==> config.mk <==
export PLATFORM = sky130hd
export DESIGN_NAME = occupation_state_ranker_core
export DESIGN_NICKNAME = d
export VERILOG_FILES = /design/src/hdl/ocsr_pkg.sv /design/src/hdl/ocsr_cfg.sv /design/src/hdl/ocsr_stage.sv /design/src/hdl/occupation_state_ranker_core.sv
export SDC_FILE = /design/constraint.sdc
export NUM_CORES = 1
export LEC_CHECK = 0
export BUFFER_PORTS_ARGS = -buffer_cell sky130_fd_sc_hd__buf_2
export CORE_MARGIN = 3
export CORE_UTILIZATION = 38
export DETAILED_ROUTE_END_ITERATION = 10
export PLACE_DENSITY = 0.6
export SLEW_MARGIN = 40
export SYNTH_ARGS = -nofsm -noshare
export SYNTH_HDL_FRONTEND = slang
export SYNTH_SLANG_ARGS = --single-unit
==> constraint.sdc <==
create_clock -name clk -period 12.4 [get_ports clk]
set_input_delay 0.62 -clock clk [delete_from_list [all_inputs] [get_ports clk]]
set_output_delay 0.62 -clock clk [all_outputs]
set_load 0.005 [all_outputs]
==> src/hdl/ocsr_pkg.sv <==
// Shared types, widths and the binomial table builder for the occupation state ranker.
package ocsr_pkg;

  // Field widths of the transaction payloads
  localparam int OCC_FIELDS = 7;
  localparam int OCC_W      = 4;
  localparam int ADD_W      = 3;
  localparam int IDX_W      = 18;
  // Running particle count: at most seven full orbitals plus the created particle
  localparam int CNT_W      = 7;
  // Saturated configuration widths (particles up to 31, orbitals up to 31)
  localparam int NP_W       = 5;
  localparam int M_W        = 5;
  localparam int CFG_W      = 4;
  localparam int PDATA_W    = 32;
  localparam int PADDR_W    = 3;
  // Number of Pascal columns the table builder keeps (largest k plus one)
  localparam int PASCAL_N   = 64;

  // One item in flight through the orbital stages
  typedef struct packed {
    logic [OCC_FIELDS-1:0][OCC_W-1:0] occ;
    logic [ADD_W-1:0]                 added;
    logic [CNT_W-1:0]                 count;
    logic [IDX_W-1:0]                 sum;
  } ocsr_item_t;

  // Saturated configuration seen by every stage
  typedef struct packed {
    logic [NP_W-1:0] np;
    logic [M_W-1:0]  m;
  } ocsr_cfg_t;

  // C(n,k) modulo 2^IDX_W, built row by row from Pascal's rule
  function automatic logic [IDX_W-1:0] binom_mod(input int n, input int k);
    logic [IDX_W-1:0] row [PASCAL_N];
    for (int c = 0; c < PASCAL_N; c++) begin
      row[c] = '0;
    end
    row[0] = IDX_W'(1);
    for (int r = 1; r <= n; r++) begin
      for (int c = PASCAL_N - 1; c > 0; c--) begin
        if (c <= r) begin
          row[c] = row[c] + row[c-1];
        end
      end
    end
    return row[k];
  endfunction

endpackage

==> src/hdl/ocsr_cfg.sv <==
// APB-style register file holding particle and orbital counts, with saturation.
module ocsr_cfg
  import ocsr_pkg::*;
#(
  parameter int MAX_ORBITALS  = 8,
  parameter int MAX_PARTICLES = 15
) (
  input  logic               clk,
  input  logic               rst_n,
  input  logic               psel,
  input  logic               penable,
  input  logic               pwrite,
  input  logic [PADDR_W-1:0] paddr,
  input  logic [PDATA_W-1:0] pwdata,
  output logic [PDATA_W-1:0] prdata,
  output logic               pready,
  output ocsr_cfg_t          cfg
);

  localparam logic REG_NUM_PARTICLES = 1'b0;
  localparam logic REG_NUM_ORBITALS  = 1'b1;

  logic [CFG_W-1:0] np_r, np_nxt;
  logic [CFG_W-1:0] m_r, m_nxt;
  logic             wr_en;

  assign pready = 1'b1;
  assign wr_en  = psel & penable & pwrite;

  // Decode the register write
  always_comb begin
    np_nxt = np_r;
    m_nxt  = m_r;
    if (wr_en) begin
      unique case (paddr[2])
        REG_NUM_PARTICLES: np_nxt = pwdata[CFG_W-1:0];
        REG_NUM_ORBITALS:  m_nxt  = pwdata[CFG_W-1:0];
        default:           np_nxt = np_r;
      endcase
    end
  end

  always_ff @(posedge clk) begin
    if (!rst_n) begin
      np_r <= '0;
      m_r  <= CFG_W'(8);
    end else begin
      np_r <= np_nxt;
      m_r  <= m_nxt;
    end
  end

  // Read back the stored value
  always_comb begin
    unique case (paddr[2])
      REG_NUM_PARTICLES: prdata = PDATA_W'(np_r);
      REG_NUM_ORBITALS:  prdata = PDATA_W'(m_r);
      default:           prdata = '0;
    endcase
  end

  // Clamp to the synthesized limits
  always_comb begin
    cfg.np = (int'(np_r) > MAX_PARTICLES) ? NP_W'(MAX_PARTICLES) : NP_W'(np_r);
    cfg.m  = (int'(m_r) > MAX_ORBITALS) ? M_W'(MAX_ORBITALS) : M_W'(m_r);
  end

endmodule

==> src/hdl/ocsr_stage.sv <==
// One orbital stage: update the particle count and add one binomial term.
module ocsr_stage
  import ocsr_pkg::*;
#(
  parameter int ORB           = 0,
  parameter int MAX_ORBITALS  = 8,
  parameter int MAX_PARTICLES = 15
) (
  input  logic       clk,
  input  logic       rst_n,
  input  logic       adv,
  input  ocsr_cfg_t  cfg,
  input  logic       valid_i,
  input  ocsr_item_t item_i,
  output logic       valid_o,
  output ocsr_item_t item_o
);

  localparam int KN  = MAX_ORBITALS - 1;
  localparam int JN  = MAX_PARTICLES + 1;
  localparam int KIW = (KN > 1) ? $clog2(KN) : 1;
  localparam int JIW = $clog2(JN);

  // Table of C(j+k, k), row k-1, column j
  logic [IDX_W-1:0] tbl [KN][JN];

  for (genvar kk = 0; kk < KN; kk++) begin : g_row
    for (genvar jj = 0; jj < JN; jj++) begin : g_col
      localparam logic [IDX_W-1:0] ENTRY = binom_mod(jj + kk + 1, kk + 1);
      assign tbl[kk][jj] = ENTRY;
    end
  end

  logic [OCC_W-1:0]       occ_v;
  logic                   hit;
  logic [CNT_W-1:0]       count_upd;
  logic signed [CNT_W:0]  diff;
  logic                   active;
  logic [M_W-1:0]         kx;
  logic [KIW-1:0]         kidx;
  logic [JIW-1:0]         jidx;
  logic [IDX_W-1:0]       term;
  ocsr_item_t             item_nxt;
  ocsr_item_t             item_r;
  logic                   valid_r;

  // Orbitals past the last input field read as empty
  if (ORB < OCC_FIELDS) begin : g_occ
    assign occ_v = item_i.occ[ORB];
  end else begin : g_no_occ
    assign occ_v = '0;
  end

  // Count up to this orbital, then look up C(np + k - count, k)
  always_comb begin
    hit       = (int'(item_i.added) == ORB);
    count_upd = item_i.count + CNT_W'(occ_v) + CNT_W'(hit);
    diff      = $signed({1'b0, CNT_W'(cfg.np)}) - $signed({1'b0, count_upd});
    active    = (int'(cfg.m) > ORB + 1);
    kx        = cfg.m - M_W'(ORB + 2);
    kidx      = kx[KIW-1:0];
    jidx      = diff[JIW-1:0];
    term      = (active && !diff[CNT_W]) ? tbl[kidx][jidx] : '0;
    item_nxt       = item_i;
    item_nxt.count = count_upd;
    item_nxt.sum   = item_i.sum + term;
  end

  // Advance with the pipeline, hold on stall
  always_ff @(posedge clk) begin
    if (!rst_n) begin
      valid_r <= 1'b0;
    end else if (adv) begin
      valid_r <= valid_i;
    end
  end

  always_ff @(posedge clk) begin
    if (adv) begin
      item_r <= item_nxt;
    end
  end

  assign valid_o = valid_r;
  assign item_o  = item_r;

endmodule

==> src/hdl/occupation_state_ranker_core.sv <==
// Top level of the occupation state ranker: input register, orbital stages, output register.
//
// Usage: an input transaction carries the occupations of orbitals 0..6 and the
// orbital that receives one created particle; the result transaction carries the
// reverse-lexicographic rank of the resulting number state (low 18 bits).
// Both channels use valid/stall; a transaction moves when valid is high and
// stall is low. Particle and orbital counts are written over the APB-style port
// (byte address 0 and 4) while no transaction is in flight; the user must keep to
// this, as the block itself does not enforce it.
// Path: the input register, one register stage for each of the MAX_ORBITALS - 1
// orbitals that the rank loop visits, and the output register.
// Throughput: one transaction per cycle when the receiver does not stall.
// Reset: all stage valid bits clear, the particle count goes to 0 and the
// orbital count to 8; no result is pending afterwards.
// Stall: while a result waits with out_stall high, the whole pipeline holds
// and in_stall is raised; nothing is dropped or duplicated.
module occupation_state_ranker_core
  import ocsr_pkg::*;
#(
  parameter int MAX_ORBITALS  = 8,
  parameter int MAX_PARTICLES = 15
) (
  input  logic               clk,
  input  logic               rst_n,
  input  logic               in_valid,
  output logic               in_stall,
  input  logic [OCC_W-1:0]   in_occ_0,
  input  logic [OCC_W-1:0]   in_occ_1,
  input  logic [OCC_W-1:0]   in_occ_2,
  input  logic [OCC_W-1:0]   in_occ_3,
  input  logic [OCC_W-1:0]   in_occ_4,
  input  logic [OCC_W-1:0]   in_occ_5,
  input  logic [OCC_W-1:0]   in_occ_6,
  input  logic [ADD_W-1:0]   in_added_orbital,
  output logic               out_valid,
  input  logic               out_stall,
  output logic [IDX_W-1:0]   out_rank,
  input  logic               psel,
  input  logic               penable,
  input  logic               pwrite,
  input  logic [PADDR_W-1:0] paddr,
  input  logic [PDATA_W-1:0] pwdata,
  output logic [PDATA_W-1:0] prdata,
  output logic               pready
);

  localparam int NSTG = MAX_ORBITALS - 1;

  ocsr_cfg_t        cfg;
  logic             adv;
  logic [NSTG:0]    stg_vld;
  ocsr_item_t       stg_item [NSTG+1];
  ocsr_item_t       in_item;
  logic             in_vld_r;
  ocsr_item_t       in_item_r;
  logic             out_valid_r;
  logic [IDX_W-1:0] out_index_r;

  ocsr_cfg #(
    .MAX_ORBITALS  (MAX_ORBITALS),
    .MAX_PARTICLES (MAX_PARTICLES)
  ) u_cfg (
    .clk     (clk),
    .rst_n   (rst_n),
    .psel    (psel),
    .penable (penable),
    .pwrite  (pwrite),
    .paddr   (paddr),
    .pwdata  (pwdata),
    .prdata  (prdata),
    .pready  (pready),
    .cfg     (cfg)
  );

  // Hold everything while the result register is blocked
  assign adv      = !(out_valid_r && out_stall);
  assign in_stall = !adv;

  // Pack the incoming transaction
  always_comb begin
    in_item.occ[0] = in_occ_0;
    in_item.occ[1] = in_occ_1;
    in_item.occ[2] = in_occ_2;
    in_item.occ[3] = in_occ_3;
    in_item.occ[4] = in_occ_4;
    in_item.occ[5] = in_occ_5;
    in_item.occ[6] = in_occ_6;
    in_item.added  = in_added_orbital;
    in_item.count  = '0;
    in_item.sum    = '0;
  end

  // Input register
  always_ff @(posedge clk) begin
    if (!rst_n) begin
      in_vld_r <= 1'b0;
    end else if (adv) begin
      in_vld_r <= in_valid;
    end
  end

  always_ff @(posedge clk) begin
    if (adv) begin
      in_item_r <= in_item;
    end
  end

  assign stg_vld[0]  = in_vld_r;
  assign stg_item[0] = in_item_r;

  // One stage per orbital that the rank loop visits
  for (genvar s = 0; s < NSTG; s++) begin : g_stage
    ocsr_stage #(
      .ORB           (s),
      .MAX_ORBITALS  (MAX_ORBITALS),
      .MAX_PARTICLES (MAX_PARTICLES)
    ) u_stage (
      .clk     (clk),
      .rst_n   (rst_n),
      .adv     (adv),
      .cfg     (cfg),
      .valid_i (stg_vld[s]),
      .item_i  (stg_item[s]),
      .valid_o (stg_vld[s+1]),
      .item_o  (stg_item[s+1])
    );
  end

  // Output register
  always_ff @(posedge clk) begin
    if (!rst_n) begin
      out_valid_r <= 1'b0;
    end else if (adv) begin
      out_valid_r <= stg_vld[NSTG];
    end
  end

  always_ff @(posedge clk) begin
    if (adv) begin
      out_index_r <= stg_item[NSTG].sum;
    end
  end

  assign out_valid = out_valid_r;
  assign out_rank  = out_index_r;

  // A blocked result freezes every stage valid bit
  a_stall_freezes: assert property (@(posedge clk) disable iff (!rst_n)
    !adv |=> $stable(stg_vld))
    else $error("pipeline moved while the result was stalled");

  // A new result only follows a valid item in the last stage
  a_out_source: assert property (@(posedge clk) disable iff (!rst_n)
    $rose(out_valid_r) |-> $past(stg_vld[NSTG]))
    else $error("result appeared without a finished item");

  // Running count stays within seven full orbitals plus one
  a_count_bound: assert property (@(posedge clk) disable iff (!rst_n)
    stg_vld[NSTG] |-> (int'(stg_item[NSTG].count) <= OCC_FIELDS * 15 + 1))
    else $error("particle count out of range");

endmodule
==> impl_metrics.toml <==
[outcome]
outcome = "complete, no violations"

[timing]
hold_violations = 0
relSlewSlack = 0.4303
tns_ns = 0
skew_ns = 0.03420
setup_viol = 0
post-route-period-util = 0.6242
rsz0062_at_grt = "no"
worst-slew-pin-transition_ns = 0.8488
post-route-min-period_ns = 7.741
slew_violations = 0
fmax_mhz = 129.2

[setup_path]
cp.required_ns = 12.71
rr_startpoint = "u_cfg.m_r[3]"
end_kind = "flop"
reg2reg_to = "g_stage[3].u_stage.item_o[16]"
worst_setup_path_start_kind = "flop"
reg2reg_depth = 24
slowest_delay_ns = 0.75
path_common_cell = "buf_4"
path_cells = "buf_4 > nand2b_1 > buf_4 > ha_1 > buf_4 > clkinv_1 > ha_1 > buf_4 > clkinv_1 > a21o_1 > nand2_1 > nor2_1 > nor3_1 > a211oi_1 > a211o_1 > fa_1 > nand2b_1 > a21boi_0 > o21ai_0 > a21oi_1 > a221o_1 > a31oi_1 > o21bai_1 > xor2_1"
critical_path.top_delay_family = "buffers and inverters"
cpMaxStageDelayCell = "clkinv_1"
r2r_slack_ns = 4.66
arrival_ns = 8.05
crit_type = "flop to flop"
crit_fanout = 42
crit_buf_inv = 6

[finish]
final_core_util = 0.4178
final_cell_mix = "a21oi_1, nand2_1, edfxtp_1"
nets = 3601
layout_commonest_cell = "a21oi_1"
area_growth_pct = 8.709
nFillCells = 7443
postLayoutCellArea_um2 = 31200
drive_gt1_frac = 0.08273

[min_path]
hold_class = "input port to flop"
worstHoldStart = "in_occ_6[2]"
min_path_cells = 1
holdPathEnd = "in_item_r[54]"

[grt]
grt_usage = 0.2278
grt_start_max_net_pins = 85
first_global_vias = 23560
antenna_found_initial = 1
grt_overflow = 0
grt_pass1_wl_um = 140400

[drt]
vias = 26090
avgViaCountPerCell = 6.075
drc = 0
wl_um = 93400
wl_per_cell_um = 21.75
drtIter0Drc = 3298
first_pass_iters = 7
final_antenna_net_count = 0

[clock_network]
clockBufferDepth = 3
cts_buffers = 37
ctsResizeCount = 0
h-tree-depth = 2
clock-sinks = 333
root_buffer = "clkbuf_16"
tritoncts = "done"
worst_setup_hold_path_clk_slew_ns = 0.06
clkLatencyLatePin_ns = 0.57
cts-hold-fix-buffers = 0
cts_setup_buffers = 0

[pwr]
p_leak_nw = 12.58
peakVddDrop_uv = 312.5
powerDensity_nw_per_um2 = 224.0

[synth]
synth_top_cell_by_area = "edfxtp_1"
async_flop_share = 0
synth-compound-area-share = 0.2624
synth_top_family_by_area = "compound AO/OA/AOI/OAI gates"
synth-simple-area-share = 0.1543
synthDominantCellAreaShare = 0.3306
avgSynthCellArea_um2 = 8.493
syn-cell-area_um2 = 28710
synth-xor-area-share = 0.04847
synth_edf_count = 316
ys_top_cells_by_area = "edfxtp_1, ha_1, a21oi_1, o21ai_0, nand2_1"
syn_inst = 3380
synth_seq_area_share = 0.3424
yosys.area_share.adder = 0.1084
synth_mux_area_frac = 0.02454
ys_ff_latch = 333
ys.flop_type = "edfxtp_1"
synth.distinct_cells = 82
yosysWarnings = 0

[job]
max_cap_violations = 0

[die]
initial_core_util = 0.3843
core_um2 = 74700
die_area_um2 = 78870
dieHeight_um = 280.8
fp.dieW_um = 280.8
std_cell_rows = 100
io_pins = 126

[placement]
gp_congestion = 0.9388
placed_cell_area_um2 = 29930
dp_hpwl_um = 64740
portBuffers = 66
state kept, by name, summed over array words and instances (netlist names):
name and cells:
g_stage.u_stage.item_o 267, in_item_r 31, out_rank 18, g_stage.u_stage.valid_o 7, u_cfg.m_r 4, u_cfg.np_r 4, in_vld_r 1, out_valid 1
worst reg2reg max path, stage by stage (launching register included):
cell and delay (ns):
dfxtp_1 0.32, buf_4 0.30, nand2b_1 0.16, buf_4 0.42
ha_1 0.24, buf_4 0.50, clkinv_1 0.77, ha_1 0.56
buf_4 0.39, clkinv_1 0.62, a21o_1 0.34, nand2_1 0.13
nor2_1 0.06, nor3_1 0.29, a211oi_1 0.11, a211o_1 0.32
fa_1 0.44, nand2b_1 0.16, a21boi_0 0.22, o21ai_0 0.17
a21oi_1 0.33, a221o_1 0.29, a31oi_1 0.10, o21bai_1 0.17
xor2_1 0.09
per-layer routing:
metal / vias up / global-route usage / share of wire / routed length [um]
li1: 12280 / - / - / -
met1: 12250 / 0.3139 / 0.42 / 39550
met2: 1298 / 0.3401 / 0.43 / 40260
met3: 257 / 0.04868 / 0.094 / 8768
met4: 2 / 0.1093 / 0.051 / 4805
met5: - / 0 / 0.00014 / 13
cell usage after synthesis, types with 10 or more instances:
library cell,n
nor2b_1,42
o211ai_1,86
o21bai_1,24
edfxtp_1,316
or3_1,10
nand3_1,80
dfxtp_1,17
o311ai_0,21
o2111ai_1,14
a21oi_1,350
inv_1,118
clkbuf_1,201
a221oi_1,13
a31oi_1,45
nor4_1,10
mux2i_1,31
xnor2_1,105
a21o_1,51
buf_4,29
nor3_1,74
ha_1,204
o21ai_0,285
a311oi_1,25
and3_1,12
a2111oi_0,10
nor2_1,312
buf_1,53
mux4_2,15
a211o_1,11
o21a_1,22
xor2_1,52
o221ai_1,21
o22ai_1,37
a211oi_1,78
fa_1,28
nand2_1,344
a22oi_1,14
clkinv_1,11
a21boi_0,20
nand2b_1,61
o31ai_1,11
through the flow:
| step | hold WS (ns) | power (mW) | std cells | worst slack (ns) |
|---|---|---|---|---|
| finish | 0.2446 | 6.989 | 4294 | 4.659 |
| global route | 0.2131 | 7.455 | 4293 | 4.450 |
| CTS | 0.2174 | 6.916 | 4293 | 4.929 |
| detailed placement | 0.4045 | 5.734 | 4226 | 4.946 |
| global placement | 0.4009 | 5.710 | 4225 | 5.037 |
| floorplan | 0.4003 | 4.665 | 3407 | 1.821 |
power breakdown:
part | total, mW | internal (mW) | switching [mW]
clock network | 1.16 | 0.688 | 0.469
logic | 4.32 | 1.48 | 2.84
registers | 1.51 | 1.44 | 0.0736
total | 6.99 | 3.61 | 3.38
cell type report:
class                      count  area (um2)  area share
sequential                   333        9829      0.3150
antenna                        1       2.502  0.00008019
multi-input combinational   2653       17500      0.5607
clock inverter                21       247.7    0.007939
clock buffer                  46        1012     0.03244
tap                          969        1212     0.03885
timing repair buffer         142       919.6     0.02947
inverter                     129       484.2     0.01552
cells by family (layout without fill, tap and decap cells):
group           Yosys count  count (layout)
compound gates         1193            1193
simple gates            990             990
buf+inv                 421             338
flops                   333             333
fa+ha+maj               232             232
xor+xnor                158             158
mux                      51              51
other cells               2              30
worst max-delay path by stage:
stage	slack, ns	from	to	cells past startpoint
after floorplan	1.82	out_stall	out_valid	3
final	4.66	u_cfg.m_r[3]	g_stage[3].u_stage.item_o[16]	24
after CTS	4.93	u_cfg.m_r[3]	g_stage[3].u_stage.item_o[16]	24
after global placement	5.04	u_cfg.m_r[3]	g_stage[3].u_stage.item_o[16]	24
after global routing	4.45	u_cfg.m_r[3]	g_stage[3].u_stage.item_o[16]	24
after detailed placement	4.95	u_cfg.m_r[3]	g_stage[3].u_stage.item_o[16]	24
Power figures use the tool's default switching activity.
